[config.mk]
export PLATFORM = sky130hd
export DESIGN_NAME = smo_ctrl
export DESIGN_NICKNAME = d
export VERILOG_FILES = /design/src/hdl/smo_pkg.sv /design/src/hdl/smo_ctrl.sv
export SDC_FILE = /design/constraint.sdc
export NUM_CORES = 1
export LEC_CHECK = 0
export ABC_CLOCK_PERIOD_IN_PS = 1900
export BUFFER_PORTS_ARGS = -buffer_cell sky130_fd_sc_hd__clkbuf_2
export CELL_PAD_IN_SITES_DETAIL_PLACEMENT = 1
export CELL_PAD_IN_SITES_GLOBAL_PLACEMENT = 1
export CORE_MARGIN = 8
export CORE_UTILIZATION = 29
export DETAILED_ROUTE_END_ITERATION = 7
export PLACE_DENSITY_LB_ADDON = 0.1
export SYNTH_ARGS = -nofsm -noshare
export SYNTH_HDL_FRONTEND = slang
export SYNTH_SLANG_ARGS = --single-unit
[constraint.sdc]
create_clock -name clk -period 1.9 [get_ports clk]
set_input_delay 0.095 -clock clk [delete_from_list [all_inputs] [get_ports clk]]
set_output_delay 0.095 -clock clk [all_outputs]
set_load 0.005 [all_outputs]
[src/hdl/smo_pkg.sv]
// Shared types, constants and helper functions for the SMO trainer.
`timescale 1ns / 1ps
package smo_pkg;

	localparam int DEF_MAX_SAMPLES = 64;
	localparam int DEF_KERNEL_BITS = 16;
	localparam int DEF_FRAC_BITS   = 16;

	localparam int CMD_W     = 3;
	localparam int IDX_W     = 6;
	localparam int LV_W      = 16;
	localparam int RES_W     = 48;
	localparam int KIND_W    = 2;
	localparam int PEN_W     = 16;
	localparam int TOL_W     = 16;
	localparam int CNT_W     = 7;
	localparam int CFG_W     = 16;
	localparam int CFG_IDX_W = 2;
	localparam int DW        = 64;
	localparam int DIV_CNT_W = 6;

	localparam logic [CNT_W-1:0] ACTIVE_RST = 7'd64;

	localparam logic signed [DW-1:0] BIAS_MAX = 64'sh0000_7FFF_FFFF_FFFF;
	localparam logic signed [DW-1:0] BIAS_MIN = 64'shFFFF_8000_0000_0000;

	typedef enum logic [CMD_W-1:0] {
		OP_LOAD_K = 3'd0,
		OP_LOAD_L = 3'd1,
		OP_LOAD_P = 3'd2,
		OP_RUN    = 3'd3,
		OP_READ   = 3'd4
	} op_t;

	typedef enum logic [CFG_IDX_W-1:0] {
		CFG_PENALTY = 2'd0,
		CFG_TOL     = 2'd1,
		CFG_ACTIVE  = 2'd2
	} cfg_idx_t;

	typedef enum logic [KIND_W-1:0] {
		KIND_ALPHA = 2'd0,
		KIND_BIAS  = 2'd1,
		KIND_UPD   = 2'd2
	} kind_t;

	typedef enum logic [2:0] {
		MUL_ERR,
		MUL_TI_KII,
		MUL_TJ_KIJ,
		MUL_TI_KIJ,
		MUL_TJ_KJJ
	} mul_sel_t;

	typedef enum logic [4:0] {
		ST_IDLE, ST_RD, ST_EMIT, ST_PINIT,
		ST_ERUN, ST_EDR1, ST_EDR2, ST_EFIN,
		ST_KKT, ST_JCHK, ST_ECHK, ST_LHCHK, ST_ETA,
		ST_DIVGO, ST_DIVW, ST_CLIP, ST_DACHK,
		ST_M1, ST_M2, ST_M3, ST_M4, ST_M5,
		ST_BIAS, ST_WAJ, ST_NEXT, ST_DONE
	} state_t;

	typedef struct packed {
		logic     load;
		logic     rd_cap;
		logic     emit;
		logic     pass_init;
		logic     err_start;
		logic     sel_j;
		logic     err_issue;
		logic     err_fin;
		logic     part_rd;
		logic     j_latch;
		logic     bnd_latch;
		logic     kij_rd;
		logic     eta_latch;
		logic     div_start;
		logic     clip;
		logic     da_latch;
		mul_sel_t mul;
		logic     b1_init;
		logic     b1_sub;
		logic     b2_init;
		logic     b2_sub;
		logic     bias_upd;
		logic     aj_wr;
		logic     i_inc;
		logic     done_cap;
	} smo_cmd_t;

	typedef struct packed {
		logic rd_ok;
		logic out_free;
		logic n_zero;
		logic k_last;
		logic i_last;
		logic x_is_j;
		logic viol;
		logic jbad;
		logic e_close;
		logic lh_close;
		logic eta_nonneg;
		logic div_done;
		logic da_small;
	} smo_stat_t;

	function automatic logic [DW-1:0] abs64(input logic signed [DW-1:0] v);
		abs64 = v[DW-1] ? (~v + 64'd1) : v;
	endfunction

	function automatic logic signed [DW-1:0] smax64(input logic signed [DW-1:0] a,
			input logic signed [DW-1:0] b);
		smax64 = (a > b) ? a : b;
	endfunction

	function automatic logic signed [DW-1:0] smin64(input logic signed [DW-1:0] a,
			input logic signed [DW-1:0] b);
		smin64 = (a < b) ? a : b;
	endfunction

endpackage

[src/hdl/smo_ctrl.sv]
// Controller state machine sequencing loads, reads and SMO passes.
`timescale 1ns / 1ps
module smo_ctrl import smo_pkg::*; (
	input  logic             clk,
	input  logic             arst_n,
	input  logic             in_valid,
	input  logic [CMD_W-1:0] in_cmd,
	input  smo_stat_t        st,
	output logic             in_ready,
	output smo_cmd_t         cmd
);

	state_t state_q;
	state_t state_d;

	always_ff @(posedge clk or negedge arst_n) begin
		if (!arst_n)
			state_q <= ST_IDLE;
		else
			state_q <= state_d;
	end

	always_comb begin
		state_d = state_q;
		case (state_q)
			ST_IDLE: begin
				if (in_valid) begin
					if (in_cmd == OP_RUN)
						state_d = ST_PINIT;
					else if (in_cmd == OP_READ && st.rd_ok)
						state_d = ST_RD;
				end
			end
			ST_RD:    state_d = ST_EMIT;
			ST_EMIT:  if (st.out_free) state_d = ST_IDLE;
			ST_PINIT: state_d = st.n_zero ? ST_DONE : ST_ERUN;
			ST_ERUN:  if (st.k_last) state_d = ST_EDR1;
			ST_EDR1:  state_d = ST_EDR2;
			ST_EDR2:  state_d = ST_EFIN;
			ST_EFIN:  state_d = st.x_is_j ? ST_ECHK : ST_KKT;
			ST_KKT:   state_d = st.viol ? ST_JCHK : ST_NEXT;
			ST_JCHK:  state_d = st.jbad ? ST_NEXT : ST_ERUN;
			ST_ECHK:  state_d = st.e_close ? ST_NEXT : ST_LHCHK;
			ST_LHCHK: state_d = st.lh_close ? ST_NEXT : ST_ETA;
			ST_ETA:   state_d = st.eta_nonneg ? ST_NEXT : ST_DIVGO;
			ST_DIVGO: state_d = ST_DIVW;
			ST_DIVW:  if (st.div_done) state_d = ST_CLIP;
			ST_CLIP:  state_d = ST_DACHK;
			ST_DACHK: state_d = st.da_small ? ST_NEXT : ST_M1;
			ST_M1:    state_d = ST_M2;
			ST_M2:    state_d = ST_M3;
			ST_M3:    state_d = ST_M4;
			ST_M4:    state_d = ST_M5;
			ST_M5:    state_d = ST_BIAS;
			ST_BIAS:  state_d = ST_WAJ;
			ST_WAJ:   state_d = ST_NEXT;
			ST_NEXT:  state_d = st.i_last ? ST_DONE : ST_ERUN;
			ST_DONE:  state_d = ST_EMIT;
			default:  state_d = ST_IDLE;
		endcase
	end

	always_comb begin
		cmd      = '0;
		cmd.mul  = MUL_ERR;
		in_ready = 1'b0;
		case (state_q)
			ST_IDLE: begin
				in_ready = 1'b1;
				cmd.load = in_valid;
			end
			ST_RD:    cmd.rd_cap = 1'b1;
			ST_EMIT:  cmd.emit = st.out_free;
			ST_PINIT: begin
				cmd.pass_init = 1'b1;
				cmd.err_start = 1'b1;
			end
			ST_ERUN:  cmd.err_issue = 1'b1;
			ST_EFIN:  cmd.err_fin = 1'b1;
			ST_KKT:   cmd.part_rd = st.viol;
			ST_JCHK: begin
				cmd.j_latch   = 1'b1;
				cmd.err_start = !st.jbad;
				cmd.sel_j     = 1'b1;
			end
			ST_ECHK:  cmd.bnd_latch = 1'b1;
			ST_LHCHK: cmd.kij_rd = 1'b1;
			ST_ETA:   cmd.eta_latch = 1'b1;
			ST_DIVGO: cmd.div_start = 1'b1;
			ST_CLIP:  cmd.clip = 1'b1;
			ST_DACHK: cmd.da_latch = 1'b1;
			ST_M1:    cmd.mul = MUL_TI_KII;
			ST_M2: begin
				cmd.mul     = MUL_TJ_KIJ;
				cmd.b1_init = 1'b1;
			end
			ST_M3: begin
				cmd.mul    = MUL_TI_KIJ;
				cmd.b1_sub = 1'b1;
			end
			ST_M4: begin
				cmd.mul     = MUL_TJ_KJJ;
				cmd.b2_init = 1'b1;
			end
			ST_M5:    cmd.b2_sub = 1'b1;
			ST_BIAS:  cmd.bias_upd = 1'b1;
			ST_WAJ:   cmd.aj_wr = 1'b1;
			ST_NEXT: begin
				cmd.i_inc     = !st.i_last;
				cmd.err_start = !st.i_last;
			end
			ST_DONE:  cmd.done_cap = 1'b1;
			default: ;
		endcase
	end

endmodule

==> run summary <==
Status - finished, final reports clean
Root buf cell - clkbuf_4
Predominant post-synthesis flop cell - dfrtp_1
Largest Register - state_q
DR DRC count - 0
Syn_area_per_cell - 6.75 um2
Area of the core - 2730 um2
Starting Density - 30.1%
Tmin final - 1820 ps
Met1 wire length - 1610 um
Switch share - 50.2%
Critical Path Sink Type - output port
Top-level port count - 47
Clock Tree Buf Depth - 2
Die height - 69.3 um
Worst slack, placed - 99.6 ps
Final WL - 3640 um
Clk_skew - 9.54 ps
Setup ws final - 81.1 ps
Max reg flops - 5
Number of library cell types mapped by synthesis - 46
Sequential power share - 19.2%
Arrival @ worst endpoint - 1720 ps
Yosys warns - 0
Initial antenna violation count - 0
Clock power frac - 7.9%
CP Class - reg -> out
Layout cells sized above 1 - 47.0%
DR vias - 1155
Gr usage total - 14.8%
RSZ-0062 raised after global routing - false
Total gr overflow - 0
Sequential share of the synthesized area - 15.2%
Hpwl dp - 3020 um
Req. time, crit path - 1800 ps
Slew Viols, Final - 0
Synth top area share - 15.2%
Area Overhead vs Synth - 52.6%
Clock latency on the worst-skew pair - 250 ps
Pwr Total - 1.64 mW
Combinational Power Share - 72.9%
Clk sink count - 5
Syn Inst Count - 122
Slew @ Worst Pin - 457 ps
Top routing layer in use - met4
H-tree levels - 1
Met3 WL - 113 um
Worst ir drop on vdd - 640 uV
CP max FO - 12
TritonCTS Buffers - 3
Type of origin of the critical path - register
Number of port buffers - 46
Die area - 4800 um2
Number of nets with antenna violations after routing - 0
Largest cells by area after synthesis - dfrtp_1 (15%), nor2_1 (7.8%), nor3_1 (7.3%)
First-pass GRT wire length - 6100 um
PD cells - 1310 nW/um2
Pre-antenna DRT Iters - 4
MaxCap Viol Count - 0
Hold Crit Class - in -> reg
DRT iter0 DRCs - 42
Number of global-route vias before repair - 1270
LEAKAGE - 0.586 nW
Post-synth EDFFs - 0
Routed wire per std cell - 17.2 um
Post-layout utilization of the core - 45.9%
Cells after DPL - 207
Async SR Flop Fraction - 100%
Synth Cell Area - 823 um2
Power Internal - 0.816 mW
Post-synth net total - 141
Via density - 5.45
Nets - 201
Top Registers - state_q: 5 flops
Chip Width - 69.3 um
# diodes - 0
Number of synthesized register bits - 5
Slew headroom - 68.7%
# rows - 19
Met2 wire length - 1860 um
Fmax - 550 MHz
Non-Filler Instances - 212
TritonCTS clock tree - built
Switch Pwr - 0.824 mW
Post-synthesis cell type with the largest combined area - dfrtp_1
Largest net degree at the start of global routing - 16
GPL Wtd Cong - 0.810
Final setup TNS - 0 ps
Final worst-path cycle share - 95.7%
Setup violations, final - 0
Final hold viol count - 0
Clock-pin slew on the worst setup and hold paths - 50 ps
## placed cells by master (no fill, tap or decap), drive strengths merged, types with 2 or more instances in the layout
| cell | count |
|---|---|
| clkbuf | 50 |
| buf | 22 |
| nor2 | 17 |
| nor3 | 12 |
| nand2 | 7 |
| nand2b | 6 |
| or3 | 5 |
| a21oi | 5 |
| dfrtp | 5 |
| inv | 4 |
| o21ai | 4 |
| and2 | 3 |
| a211oi | 3 |
| nor4 | 3 |
| nand3b | 2 |
| or3b | 2 |
| o211ai | 2 |
| nand3 | 2 |
| nor3b | 2 |
## synthesized netlist by cell type, drive strengths merged, types with 2 or more instances
cell type  number
nor2           17
nor3           12
buf             9
nand2           7
nand2b          6
a21oi           5
clkbuf          5
dfrtp           5
or3             5
inv             4
o21ai           4
a211oi          3
and2            3
nor4            3
nand3           2
nand3b          2
nor3b           2
o211ai          2
or3b            2
## logic make-up (layout without fill, tap and decap cells)
logic type	Yosys count	in the layout	share of synthesized area, %
AOI/OAI and AO/OA	29	29	26.4
muxes	1	1	1.37
buffers and inverters	18	77	10.3
DFF	5	5	15.2
and+or+nand+nor	68	68	45.6
xor gates and xnor gates	1	1	1.06
## worst paths after layout
| path | start | endpoint | slack [ps] | cells past startpoint |
|---|---|---|---|---|
| worst min-delay path | st[0] | state_q[3] | 180 | 3 |
| worst min register to register | state_q[3] | state_q[3] | 820 | 2 |
| min in group asynchronous | arst_n | state_q[2] | 200 | 2 |
| worst max register to register | state_q[3] | state_q[0] | 140 | 4 |
| max in group asynchronous | arst_n | state_q[4] | 1530 | 2 |
| worst max-delay path | state_q[2] | cmd[6] | 80 | 5 |
## area by class of cell
type | instances | area [um2]
clock buffer | 4 | 26.3
fill | 374 | 1480
inverter | 4 | 15.0
multi-input combinational | 99 | 641
sequential | 5 | 130
tap | 31 | 38.8
timing repair buffer | 69 | 405
## worst max-delay path, cell delays in order, from the launching register on
cell,delay [ps]
dfrtp_1,500
nand2b_1,280
buf_4,190
nor3b_2,220
and2_1,160
clkbuf_2,120
## power groups by stage
stage               logic [mW]  clock network (mW)  registers (mW)
finish                    1.20               0.130           0.315
global route              1.32               0.143           0.333
CTS                       1.19               0.133           0.308
detailed placement        1.16                   0           0.305
global placement          1.15                   0           0.302
floorplan                0.799                   0           0.179
## what timing repair did
item                                    in CTS  in global routing
hold endpoints to repair                     5                  0
endpoints found under the setup margin       5                  5
gates cloned                                 0                  0
pin swaps                                    0                  0
resized for setup                            5                  4
setup buffers                                0                  0
hold buffers                                 1                  0
## stage by stage
step	hold WS, ps	instance area (um2)
after floorplan	-201	823
final	181	1260
after global routing	212	1260
after CTS	185	1240
after detailed placement	-73.3	1190
after global placement	-74.3	1190
## routing by layer
metal	vias up	track usage, %
li1	568	-
met1	556	17.1
met2	27	26.4
met3	4	2.86
met4	0	4.56
met5	-	0
(Power assumes the default switching activity.)
